File: config.mk
export PLATFORM = sky130hd
export DESIGN_NAME = fixed_block_pool_allocator
export DESIGN_NICKNAME = d
export VERILOG_FILES = /design/src/hw/rtl/fbpa_pkg.sv /design/src/hw/rtl/fixed_block_pool_allocator.sv /design/src/hw/rtl/fbpa_ram.sv /design/src/hw/rtl/fbpa_rem.sv
export SDC_FILE = /design/constraint.sdc
export NUM_CORES = 2
export LEC_CHECK = 0
export BUFFER_PORTS_ARGS = -buffer_cell sky130_fd_sc_hd__buf_2
export CORE_MARGIN = 2
export CORE_UTILIZATION = 60
export DETAILED_ROUTE_END_ITERATION = 12
export HOLD_SLACK_MARGIN = 0.15
export PLACE_DENSITY_LB_ADDON = 0.25
export SYNTH_ARGS = -nofsm -noshare
export SYNTH_HDL_FRONTEND = slang
export SYNTH_SLANG_ARGS = --single-unit
File: constraint.sdc
create_clock -name clock -period 28.2 [get_ports clock]
set_input_delay 2.82 -clock clock [delete_from_list [all_inputs] [get_ports clock]]
set_output_delay 2.82 -clock clock [all_outputs]
set_load 0.01 [all_outputs]
File: src/hw/rtl/fbpa_pkg.sv
// Package of types and constants shared by the fixed block pool allocator files.
`timescale 1ns / 1ps

package fbpa_pkg;

   // Field widths fixed by the interface
   localparam int ADDR_W   = 32;
   localparam int COUNT_W  = 9;
   localparam int SIZE_W   = 8;
   localparam int INDEX_W  = 8;
   localparam int MODE_W   = 2;
   localparam int STATUS_W = 3;
   localparam int CSR_IDX_W = 2;

   // Smallest pool that a rebuild accepts
   localparam int MIN_BLOCKS = 2;

   // Request modes
   localparam logic [MODE_W-1:0] MODE_ALLOC   = 2'd0;
   localparam logic [MODE_W-1:0] MODE_FREE    = 2'd1;
   localparam logic [MODE_W-1:0] MODE_REBUILD = 2'd2;
   localparam logic [MODE_W-1:0] MODE_UNUSED  = 2'd3;

   // Response status codes
   localparam logic [STATUS_W-1:0] STATUS_OK        = 3'd0;
   localparam logic [STATUS_W-1:0] STATUS_BAD_ADDR  = 3'd1;
   localparam logic [STATUS_W-1:0] STATUS_BAD_COUNT = 3'd2;
   localparam logic [STATUS_W-1:0] STATUS_BAD_SIZE  = 3'd3;
   localparam logic [STATUS_W-1:0] STATUS_EMPTY     = 3'd4;
   localparam logic [STATUS_W-1:0] STATUS_FULL      = 3'd5;
   localparam logic [STATUS_W-1:0] STATUS_NOT_READY = 3'd6;

   // Configuration register indexes
   localparam logic [CSR_IDX_W-1:0] CSR_BASE  = 2'd0;
   localparam logic [CSR_IDX_W-1:0] CSR_COUNT = 2'd1;
   localparam logic [CSR_IDX_W-1:0] CSR_SIZE  = 2'd2;

   // Sequencer states
   typedef enum logic [1:0] {
      STATE_IDLE,
      STATE_EXEC,
      STATE_REM,
      STATE_LINK
   } state_type;

   // Status from the alignment check unit
   typedef struct packed {
      logic done;
      logic zero;
   } rem_status_type;

endpackage

File: src/hw/rtl/fixed_block_pool_allocator.sv
// Top level of the fixed block pool allocator: sequencer, pool state and link memory.
//
//  channel | ports                                        | direction | transfer when
//  req     | req_valid req_stall req_mode req_free_index  | in        | valid && !stall
//  rsp     | rsp_valid rsp_stall rsp_status rsp_block_*   | out       | valid && !stall
//          | rsp_free_count                               |           |
//  csr     | csr_valid csr_ready csr_index csr_data       | in        | valid && ready
//
// Allocate, free and the unused mode pass through accept (link read issued) and
// the execution state, where allocate does the multiply-add for the block address.
// Rebuild ends in the execution state with a zero base, in the remainder state
// (alignment test) when a later check fails, else it links one entry a cycle.
// Reset is synchronous; no pool exists after reset. A request is accepted only
// while the sequencer is idle and the response register is empty or being drained.
`timescale 1ns / 1ps

module fixed_block_pool_allocator #(
   parameter int MAX_BLOCKS    = 256,
   parameter int POINTER_BYTES = 4
) (
   input  logic                               clock,
   input  logic                               reset,
   // request channel
   input  logic                               req_valid,
   output logic                               req_stall,
   input  logic [fbpa_pkg::MODE_W-1:0]        req_mode,
   input  logic [fbpa_pkg::INDEX_W-1:0]       req_free_index,
   // response channel
   output logic                               rsp_valid,
   input  logic                               rsp_stall,
   output logic [fbpa_pkg::STATUS_W-1:0]      rsp_status,
   output logic [fbpa_pkg::INDEX_W-1:0]       rsp_block_index,
   output logic [fbpa_pkg::ADDR_W-1:0]        rsp_block_address,
   output logic [fbpa_pkg::COUNT_W-1:0]       rsp_free_count,
   // configuration write channel
   input  logic                               csr_valid,
   output logic                               csr_ready,
   input  logic [fbpa_pkg::CSR_IDX_W-1:0]     csr_index,
   input  logic [fbpa_pkg::ADDR_W-1:0]        csr_data
);

   localparam int LINK_W = $clog2(MAX_BLOCKS);
   localparam int PROD_W = LINK_W + fbpa_pkg::SIZE_W;

   // Sequencer and pool state
   fbpa_pkg::state_type state_ff, state_in;
   logic [fbpa_pkg::MODE_W-1:0]   mode_ff, mode_in;
   logic [fbpa_pkg::INDEX_W-1:0]  index_ff, index_in;
   logic [LINK_W-1:0]             head_ff, head_in;
   logic [LINK_W-1:0]             cnt_ff, cnt_in;
   logic [fbpa_pkg::COUNT_W-1:0]  free_blocks_ff, free_blocks_in;
   logic [fbpa_pkg::COUNT_W-1:0]  pool_blocks_ff, pool_blocks_in;
   logic                          ready_ff, ready_in;
   logic [fbpa_pkg::ADDR_W-1:0]   pool_base_ff, pool_base_in;
   logic [fbpa_pkg::SIZE_W-1:0]   pool_size_ff, pool_size_in;

   // Configuration registers
   logic [fbpa_pkg::ADDR_W-1:0]   base_cfg_ff;
   logic [fbpa_pkg::COUNT_W-1:0]  count_cfg_ff;
   logic [fbpa_pkg::SIZE_W-1:0]   size_cfg_ff;

   // Response register
   logic                          rsp_valid_ff, rsp_valid_in;
   logic [fbpa_pkg::STATUS_W-1:0] rsp_status_ff, rsp_status_in;
   logic [fbpa_pkg::INDEX_W-1:0]  rsp_index_ff, rsp_index_in;
   logic [fbpa_pkg::ADDR_W-1:0]   rsp_address_ff, rsp_address_in;
   logic [fbpa_pkg::COUNT_W-1:0]  rsp_count_ff, rsp_count_in;

   // Link memory ports
   logic              wr_en;
   logic [LINK_W-1:0] wr_addr;
   logic [LINK_W-1:0] wr_data;
   logic              rd_en;
   logic [LINK_W-1:0] rd_data;

   // Remainder unit
   logic                     rem_start;
   fbpa_pkg::rem_status_type rem_status;

   logic              accept;
   logic              post;
   logic              link_last;
   logic [PROD_W-1:0] offset;
   logic              count_bad;
   logic              size_bad;
   logic              free_bad;

   // Handshakes
   assign accept    = req_valid && !req_stall;
   assign req_stall = !((state_ff == fbpa_pkg::STATE_IDLE) && (!rsp_valid_ff || !rsp_stall));
   assign csr_ready = 1'b1;

   // Checks and address arithmetic
   assign count_bad = (count_cfg_ff < fbpa_pkg::COUNT_W'(fbpa_pkg::MIN_BLOCKS))
                      || (32'(count_cfg_ff) > 32'(MAX_BLOCKS));
   assign size_bad  = (32'(size_cfg_ff) < 32'(POINTER_BYTES));
   assign free_bad  = (fbpa_pkg::COUNT_W'(index_ff) >= pool_blocks_ff)
                      || (32'(index_ff) >= 32'(MAX_BLOCKS));
   assign offset    = PROD_W'(head_ff) * PROD_W'(pool_size_ff);
   assign link_last = (32'(cnt_ff) == (32'(count_cfg_ff) - 32'd1));

   // Next state, pool updates and memory controls
   always_comb begin
      state_in       = state_ff;
      mode_in        = mode_ff;
      index_in       = index_ff;
      head_in        = head_ff;
      cnt_in         = cnt_ff;
      free_blocks_in = free_blocks_ff;
      pool_blocks_in = pool_blocks_ff;
      ready_in       = ready_ff;
      pool_base_in   = pool_base_ff;
      pool_size_in   = pool_size_ff;
      post           = 1'b0;
      rsp_status_in  = fbpa_pkg::STATUS_OK;
      rsp_index_in   = '0;
      rsp_address_in = '0;
      wr_en          = 1'b0;
      wr_addr        = cnt_ff;
      wr_data        = head_ff;
      rd_en          = accept;
      rem_start      = 1'b0;

      case (state_ff)
         fbpa_pkg::STATE_IDLE: begin
            if (accept) begin
               mode_in  = req_mode;
               index_in = req_free_index;
               state_in = fbpa_pkg::STATE_EXEC;
            end
         end

         fbpa_pkg::STATE_EXEC: begin
            case (mode_ff)
               fbpa_pkg::MODE_REBUILD: begin
                  if (base_cfg_ff == '0) begin
                     post          = 1'b1;
                     rsp_status_in = fbpa_pkg::STATUS_BAD_ADDR;
                  end else begin
                     rem_start = 1'b1;
                     state_in  = fbpa_pkg::STATE_REM;
                  end
               end
               fbpa_pkg::MODE_ALLOC: begin
                  post = 1'b1;
                  if (!ready_ff) begin
                     rsp_status_in = fbpa_pkg::STATUS_NOT_READY;
                  end else if (free_blocks_ff == '0) begin
                     rsp_status_in = fbpa_pkg::STATUS_EMPTY;
                  end else begin
                     // link read was issued at accept from the current head
                     rsp_index_in   = fbpa_pkg::INDEX_W'(head_ff);
                     rsp_address_in = pool_base_ff + fbpa_pkg::ADDR_W'(offset);
                     head_in        = rd_data;
                     free_blocks_in = free_blocks_ff - fbpa_pkg::COUNT_W'(1);
                  end
               end
               fbpa_pkg::MODE_FREE: begin
                  post = 1'b1;
                  if (!ready_ff) begin
                     rsp_status_in = fbpa_pkg::STATUS_NOT_READY;
                  end else if (free_bad) begin
                     rsp_status_in = fbpa_pkg::STATUS_BAD_ADDR;
                  end else if (free_blocks_ff >= pool_blocks_ff) begin
                     rsp_status_in = fbpa_pkg::STATUS_FULL;
                  end else begin
                     // push onto the list head
                     wr_en          = 1'b1;
                     wr_addr        = LINK_W'(index_ff);
                     wr_data        = head_ff;
                     head_in        = LINK_W'(index_ff);
                     free_blocks_in = free_blocks_ff + fbpa_pkg::COUNT_W'(1);
                  end
               end
               default: begin
                  post          = 1'b1;
                  rsp_status_in = fbpa_pkg::STATUS_BAD_ADDR;
               end
            endcase
            if (post) begin
               state_in = fbpa_pkg::STATE_IDLE;
            end
         end

         fbpa_pkg::STATE_REM: begin
            if (rem_status.done) begin
               if (!rem_status.zero) begin
                  post          = 1'b1;
                  rsp_status_in = fbpa_pkg::STATUS_BAD_ADDR;
               end else if (count_bad) begin
                  post          = 1'b1;
                  rsp_status_in = fbpa_pkg::STATUS_BAD_COUNT;
               end else if (size_bad) begin
                  post          = 1'b1;
                  rsp_status_in = fbpa_pkg::STATUS_BAD_SIZE;
               end else begin
                  cnt_in   = '0;
                  state_in = fbpa_pkg::STATE_LINK;
               end
               if (post) begin
                  state_in = fbpa_pkg::STATE_IDLE;
               end
            end
         end

         fbpa_pkg::STATE_LINK: begin
            // chain entry cnt to cnt+1, the last entry to zero
            wr_en   = 1'b1;
            wr_addr = cnt_ff;
            wr_data = link_last ? '0 : (cnt_ff + LINK_W'(1));
            cnt_in  = cnt_ff + LINK_W'(1);
            if (link_last) begin
               head_in        = '0;
               free_blocks_in = count_cfg_ff;
               pool_blocks_in = count_cfg_ff;
               pool_base_in   = base_cfg_ff;
               pool_size_in   = size_cfg_ff;
               ready_in       = 1'b1;
               post           = 1'b1;
               rsp_status_in  = fbpa_pkg::STATUS_OK;
               state_in       = fbpa_pkg::STATE_IDLE;
            end
         end

         default: begin
            state_in = fbpa_pkg::STATE_IDLE;
         end
      endcase

      rsp_count_in = free_blocks_in;
      if (post) begin
         rsp_valid_in = 1'b1;
      end else if (!rsp_stall) begin
         rsp_valid_in = 1'b0;
      end else begin
         rsp_valid_in = rsp_valid_ff;
      end
   end

   // Control state
   always_ff @(posedge clock) begin
      if (reset) begin
         state_ff       <= fbpa_pkg::STATE_IDLE;
         head_ff        <= '0;
         cnt_ff         <= '0;
         free_blocks_ff <= '0;
         pool_blocks_ff <= '0;
         ready_ff       <= 1'b0;
         rsp_valid_ff   <= 1'b0;
      end else begin
         state_ff       <= state_in;
         head_ff        <= head_in;
         cnt_ff         <= cnt_in;
         free_blocks_ff <= free_blocks_in;
         pool_blocks_ff <= pool_blocks_in;
         ready_ff       <= ready_in;
         rsp_valid_ff   <= rsp_valid_in;
      end
   end

   // Configuration registers
   always_ff @(posedge clock) begin
      if (reset) begin
         base_cfg_ff  <= '0;
         count_cfg_ff <= fbpa_pkg::COUNT_W'(2);
         size_cfg_ff  <= fbpa_pkg::SIZE_W'(4);
      end else if (csr_valid && csr_ready) begin
         case (csr_index)
            fbpa_pkg::CSR_BASE:  base_cfg_ff  <= csr_data;
            fbpa_pkg::CSR_COUNT: count_cfg_ff <= csr_data[fbpa_pkg::COUNT_W-1:0];
            fbpa_pkg::CSR_SIZE:  size_cfg_ff  <= csr_data[fbpa_pkg::SIZE_W-1:0];
            default: ;
         endcase
      end
   end

   // Payload registers
   always_ff @(posedge clock) begin
      mode_ff      <= mode_in;
      index_ff     <= index_in;
      pool_base_ff <= pool_base_in;
      pool_size_ff <= pool_size_in;
      if (post) begin
         rsp_status_ff  <= rsp_status_in;
         rsp_index_ff   <= rsp_index_in;
         rsp_address_ff <= rsp_address_in;
         rsp_count_ff   <= rsp_count_in;
      end
   end

   assign rsp_valid         = rsp_valid_ff;
   assign rsp_status        = rsp_status_ff;
   assign rsp_block_index   = rsp_index_ff;
   assign rsp_block_address = rsp_address_ff;
   assign rsp_free_count    = rsp_count_ff;

   // Link memory
   fbpa_ram #(
      .WIDTH (LINK_W),
      .DEPTH (MAX_BLOCKS)
   ) u_link_ram (
      .clock   (clock),
      .wr_en   (wr_en),
      .wr_addr (wr_addr),
      .wr_data (wr_data),
      .rd_en   (rd_en),
      .rd_addr (head_ff),
      .rd_data (rd_data)
   );

   // Base alignment check
   fbpa_rem #(
      .WIDTH   (fbpa_pkg::ADDR_W),
      .DIVISOR (POINTER_BYTES)
   ) u_rem (
      .clock  (clock),
      .reset  (reset),
      .start  (rem_start),
      .value  (base_cfg_ff),
      .status (rem_status)
   );

   // A response appears only as the sequencer finishes an item
   a_rsp_from_sequencer: assert property (@(posedge clock) disable iff (reset)
      $rose(rsp_valid_ff) |-> ($past(state_ff) != fbpa_pkg::STATE_IDLE))
      else $error("response raised without an item in flight");

   // The free count never exceeds the pool size
   a_free_within_pool: assert property (@(posedge clock) disable iff (reset)
      ready_ff |-> (free_blocks_ff <= pool_blocks_ff))
      else $error("free count above pool size");

   // The list head stays inside the pool while blocks are free
   a_head_in_pool: assert property (@(posedge clock) disable iff (reset)
      (ready_ff && (free_blocks_ff != '0)) |->
         (fbpa_pkg::COUNT_W'(head_ff) < pool_blocks_ff))
      else $error("free list head outside the pool");

endmodule

File: src/hw/rtl/fbpa_ram.sv
// Generic single-write, single-read RAM with registered read data.
`timescale 1ns / 1ps

module fbpa_ram #(
   parameter int WIDTH = 8,
   parameter int DEPTH = 256
) (
   input  logic                     clock,
   input  logic                     wr_en,
   input  logic [$clog2(DEPTH)-1:0] wr_addr,
   input  logic [WIDTH-1:0]         wr_data,
   input  logic                     rd_en,
   input  logic [$clog2(DEPTH)-1:0] rd_addr,
   output logic [WIDTH-1:0]         rd_data
);

   logic [WIDTH-1:0] mem_ff [DEPTH];
   logic [WIDTH-1:0] rd_data_ff;

   // Write port
   always_ff @(posedge clock) begin
      if (wr_en) begin
         mem_ff[wr_addr] <= wr_data;
      end
   end

   // Read port, data held until the next read
   always_ff @(posedge clock) begin
      if (rd_en) begin
         rd_data_ff <= mem_ff[rd_addr];
      end
   end

   assign rd_data = rd_data_ff;

endmodule

File: src/hw/rtl/fbpa_rem.sv
// Alignment check unit: tests a word for divisibility by a constant in one registered step.
`timescale 1ns / 1ps

module fbpa_rem #(
   parameter int WIDTH   = 32,
   parameter int DIVISOR = 4
) (
   input  logic                    clock,
   input  logic                    reset,
   input  logic                    start,
   input  logic [WIDTH-1:0]        value,
   output fbpa_pkg::rem_status_type status
);

   // Power-of-two part of the divisor
   function automatic int trailing_zeros(int d);
      int n;
      n = 0;
      while (((d & 1) == 0) && (n < 30)) begin
         d = d >> 1;
         n++;
      end
      return n;
   endfunction

   // Inverse of an odd factor modulo 2**WIDTH, by Newton steps
   function automatic logic [WIDTH-1:0] odd_inverse(int m);
      logic [WIDTH-1:0] mv;
      logic [WIDTH-1:0] x;
      mv = WIDTH'(m);
      x  = mv;
      for (int i = 0; i < 6; i++) begin
         x = x * (WIDTH'(2) - mv * x);
      end
      return x;
   endfunction

   localparam int               TZ       = trailing_zeros(DIVISOR);
   localparam int               ODD      = DIVISOR >> TZ;
   localparam logic [WIDTH-1:0] INV      = odd_inverse(ODD);
   localparam logic [WIDTH-1:0] LIMIT    = {WIDTH{1'b1}} / WIDTH'(ODD);
   localparam logic [WIDTH-1:0] LOW_MASK = WIDTH'((64'd1 << TZ) - 64'd1);

   logic [WIDTH-1:0] prod_ff, prod_in;
   logic             low_ok_ff, low_ok_in;
   logic             done_ff, done_in;

   // A multiple of the odd factor times its inverse lands at or below the limit
   assign prod_in   = value * INV;
   assign low_ok_in = ((value & LOW_MASK) == '0);
   assign done_in   = start;

   // Control state
   always_ff @(posedge clock) begin
      if (reset) begin
         done_ff <= 1'b0;
      end else begin
         done_ff <= done_in;
      end
   end

   // Datapath
   always_ff @(posedge clock) begin
      if (start) begin
         prod_ff   <= prod_in;
         low_ok_ff <= low_ok_in;
      end
   end

   assign status.done = done_ff;
   assign status.zero = low_ok_ff && (prod_ff <= LIMIT);

endmodule
Yosys cells after proc, flatten, opt, wreduce, memory -nomap -nowiden
Memories as Yosys holds them, arrays and structs flattened. A register that Yosys moved wholly into a read port is not among the register bits.
Index checks and enable logic that the tools add are counted.

storage, ports and cells
  RAM bits = 2048
  logic and storage cells = 162
  latch bits = 0
  bits of input ports = 49
  output and inout bits = 55
  flip-flop bits (word level) = 223
  memory bits (read-only) = 0
  memories = 1

memory list
  memory             depth  width  rd ports  clocked after memory_dff  write ports  line            text
  u_link_ram.mem_ff  256    8      1         1                         1            fbpa_ram.sv:17  logic [WIDTH-1:0] mem_ff [DEPTH];

operators by class
  multiply operators = 1
  $lt $le $gt $ge = 6
  reductions and logical operators = 25
  shifts and indexed selects = 0
  eq/ne operators = 26
  muxes and demuxes = 74
  add/sub/neg operators = 5
  divide/modulo/power cells = 0
  bitwise gates (word level) = 3

operator list
  cell                    count
  $mux W8                 17
  $logic_not A32 Y1       2
  $mux W9                 6
  $pmux W8 S2             3
  $pmux W9 S2             2
  $add A32 B16 Y32        1
  $eq A8 B32 Y1           1
  $le A32 B32 Y1 const B  1
  $mux W2                 14
  $ne A3 B3 Y1 const B    9
  $mux W1                 22
  $mul A8 B8 Y16          1
  $reduce_and A8 Y1       2
  $mux W3                 5
  $ne A2 B2 Y1 const B    5
  $reduce_and A2 Y1       5
  $sub A9 B1 Y10 const B  1
  $add A9 B1 Y9 const B   1
  $ge A8 B9 Y1            1
  $ge A9 B9 Y1            1
  $gt A9 B9 Y1 const B    1
  $logic_not A9 Y1        1
  $lt A9 B2 Y1 const B    1
  $pmux W3 S3             1
  other kinds (20)        36

Logic depth before layout (Yosys ltp)
  depth after elaboration = 9
  depth in mapped cells = 25
  gate-level depth less buffers = 19

Modules after synthesis
From an unflattened synthesis, not the netlist that was laid out.

unflattened totals
  cells, all modules = 4935
  area, all modules = 91190.0 um2

by module, submodules not included
  module                      seq. area each (um2)  area an instance (um2)  instances  cells an instance
  fbpa_ram                    61739.2               79636.4                 1          3733
  fixed_block_pool_allocator  4804.6                11471.0                 1          1196
  fbpa_rem                    50.0                  82.6                    1          6

Worst setup path before layout
OpenSTA, ideal clock, no wires.

  path kind = reg2reg
  start point = reg head_ff[1]
  end point = mem u_link_ram.mem_ff[0][1], data pin
  period minus slack after synthesis = 13956 ps
  buffers on the path = 6
  arrival = 11768 ps
  cell stages (with the launch flop) = 9
  library setup time = 2188 ps
  setup slack = 14244 ps
  required time = 26012 ps
  cell sequence = dfxtp_1 -> buf_2 -> buf_2 -> buf_1 -> buf_2 -> clkbuf_1 -> clkbuf_1 -> inv_1 -> o21ai_0

between the ends
  longest elaborated chain between the ends = 1

RTL lines
  what                       line                               text
  start, declared            fixed_block_pool_allocator.sv:49   logic [LINK_W-1:0] head_ff, head_in;
  start signal, assigned     fixed_block_pool_allocator.sv:252  head_ff <= head_in;
  $mux W8                    --
  via u_link_ram.wr_data[1]  fbpa_ram.sv:11                     input logic [WIDTH-1:0] wr_data,
  end, declared              fbpa_ram.sv:17

The timed path passes the listed nets, and every way through them passes these cells.

==> qor.yml <==
status: "finished, final reports clean"
slew_viol_final: 0
ys_warn_count: 0
rsz0062_at_grt: "no"
start_util: 0.605
cts_max_path_buffers: 3
cp_max_fo: 46
synth_edf_count: 2159
cts_root_buffer: "clkbuf_16"
clkTransAtPathRegs_ns: 0.06
fin_crit_sh: 0.240
grt_max_degree: 257
layout-drive-gt1-share: 0.215
dp_slack_ns: 21.26
final_cells: 7101
clock-sinks: 2247
critical_path_required_ns: 28.75
area_growth_pct: 10.4
place_inst: 6712
drc_errors: 0
vias: 47200
portBuffers: 102
layout_common_cells: "edfxtp_1 (2159), mux4_2 (540), nor2_1 (388), nand2_1 (218), clkbuf_16 (215)"
syn_area_per_cell_sq_um: 18.9
cts_resized: 0
grt_pass1_wl_um: 315000
cts-buffers-inserted: 212
finClkSkew_ns: 0.0353
ctsHoldBuffers: 0
routedWlPerCell_um: 30.2
ys_seq_elements: 2247
die_area_sq_mm: 0.154
gp_congestion: 0.871
syn_inst: 4793
synthFlopType: "edfxtp_1"
endpoint_kind: "flop"
finalWorstSetupSlack_ns: 21.42
insertion_delay_ns: 0.85
slew_headroom: 0.0579
synth.distinct_cells: 86
dieWidth_um: 393
p_leak_uw: 0.0318
criticalPathCategory: "flop to flop"
ios: 104
hold_class: "flop to flop"
core_area_sq_mm: 0.150
cts_tree: "yes"
r2r_slack_ns: 21.42
fillers: 9543
start_kind: "flop"
cap_violations: 0
vdd_drop_max_uv: 57.4
dpl.hpwl_um: 127000
final_cell_area_sq_mm: 0.100
async_flop_share: 0
fp.dieH_um: 393
nNetsFinal: 5075
ys_seq_area_frac: 0.734
grt_use_total: 0.283
overflow: 0
layout_min_cycle_time_ns: 6.78
design_power_total_uw: 6460
setup_viol: 0
rows: 142
worstPathArrival_ns: 7.32
netlist_area_sq_mm: 0.0908
syn-num-nets: 4958
initialDrtViolationCount: 5756
viasPerCell: 6.64
placed_cell_area_sq_mm: 0.0935
grt_pass1_vias: 46600
layout_commonest_cell: "edfxtp_1"
p_per_area_mw_per_mm2: 64.5
post-cts-setup-buffers: 0
totalWireLength_um: 215000
postRouteAntennaNets: 0
firstDrtPassIters: 8
finalHoldViolations: 0
h-tree-depth: 4
antenna_found_initial: 10
max_freq_ghz: 0.148
finalSetupTns_ns: 0
worst_slew_pin_slew_ns: 1.37
flip-flops by register name, indices dropped and copies added (netlist names), 2 cells and up:
name and flops:
u_link_ram.mem_ff 2048, pool_size_ff 8, index_ff 8, pool_blocks_ff 9
u_link_ram.rd_data 8, rsp_block_index 8, free_blocks_ff 9, rsp_free_count 9
head_ff 8, count_cfg_ff 9, state_ff 2, cnt_ff 8
size_cfg_ff 8, mode_ff 2, rsp_block_address 32, base_cfg_ff 32
rsp_status 3, pool_base_ff 32
synth_stat cells, types with 36 or more instances:
library cell / number / area share
ha_1: 66 / 0.0091
nor2_1: 396 / 0.016
and2_1: 36 / 0.0025
o21ai_0: 57 / 0.0031
mux2i_1: 96 / 0.011
a21oi_1: 88 / 0.0049
buf_2: 72 / 0.0040
edfxtp_1: 2159 / 0.71
nand2_1: 218 / 0.0090
nand3_1: 40 / 0.0022
a22o_1: 52 / 0.0050
nor3_1: 51 / 0.0028
mux4_2: 540 / 0.13
clkbuf_1: 163 / 0.0067
o22ai_1: 43 / 0.0030
dfxtp_1: 88 / 0.019
a22oi_1: 61 / 0.0050
inv_1: 143 / 0.0059
fa_1: 50 / 0.011
a221oi_1: 38 / 0.0037
layout make-up:
| cell class | count | area, sq um | share of cell area |
|---|---|---|---|
| diodes | 1 | 2.50 | 0.0000250 |
| clock buffers | 265 | 5620 | 0.0560 |
| clock inverters | 123 | 1120 | 0.0112 |
| inverters | 146 | 549 | 0.00548 |
| multi-input cells | 2135 | 22700 | 0.227 |
| flip-flops and latches | 2247 | 66600 | 0.664 |
| well taps | 2016 | 2520 | 0.0252 |
| repair buffers | 168 | 1090 | 0.0109 |
metal layers:
layer	GRT usage	part of all wire	vias to the layer above
li1	-	-	19500
met1	0.412	0.39	24600
met2	0.429	0.47	2621
met5	0	0.00037	-
met4	0.0949	0.033	14
met3	0.0675	0.11	424
where the power goes:
group | internal, uW | switching, uW | leakage (uW)
clock | 1540 | 1230 | 0.00331
sequential | 3620 | 13.3 | 0.0206
combinational | 21.4 | 41.9 | 0.00788
cell families after synthesis:
logic type,share of synthesized area
other,0.0000413
xor gates and xnor gates,0.00328
and+or+nand+nor,0.0443
adders and majority gates,0.0201
buffers and inverters,0.0182
DFF,0.734
muxes,0.147
AOI/OAI and AO/OA,0.0334
path summary, 6_finish.rpt:
path	startpoint	to	depth (start not counted)
worst min register to register	base_cfg_ff[12]	pool_base_ff[12]	0
worst min-delay path	base_cfg_ff[12]	pool_base_ff[12]	0
worst max register to register	head_ff[0]	u_link_ram.rd_data[4]	11
worst max-delay path	head_ff[0]	u_link_ram.rd_data[4]	11
per-stage QoR:
step / hold WS [ns] / util
final: 0.455 / 0.669
after global routing: 0.468 / 0.669
after CTS: 0.454 / 0.669
after detailed placement: 0.429 / 0.624
after global placement: 0.438 / 0.623
after floorplan: 0.408 / -
worst max-delay path: stages, from the launching register on:
cell and delay (ns):
dfxtp_4 0.67, buf_4 0.73, buf_4 0.84, buf_4 0.73, buf_4 0.62, buf_4 0.77, mux4_2 0.60, mux4_2 0.46
mux2i_1 0.27, o21ai_0 0.19, nor3_1 0.26, nor4_1 0.07
(Power assumes the default switching activity.)
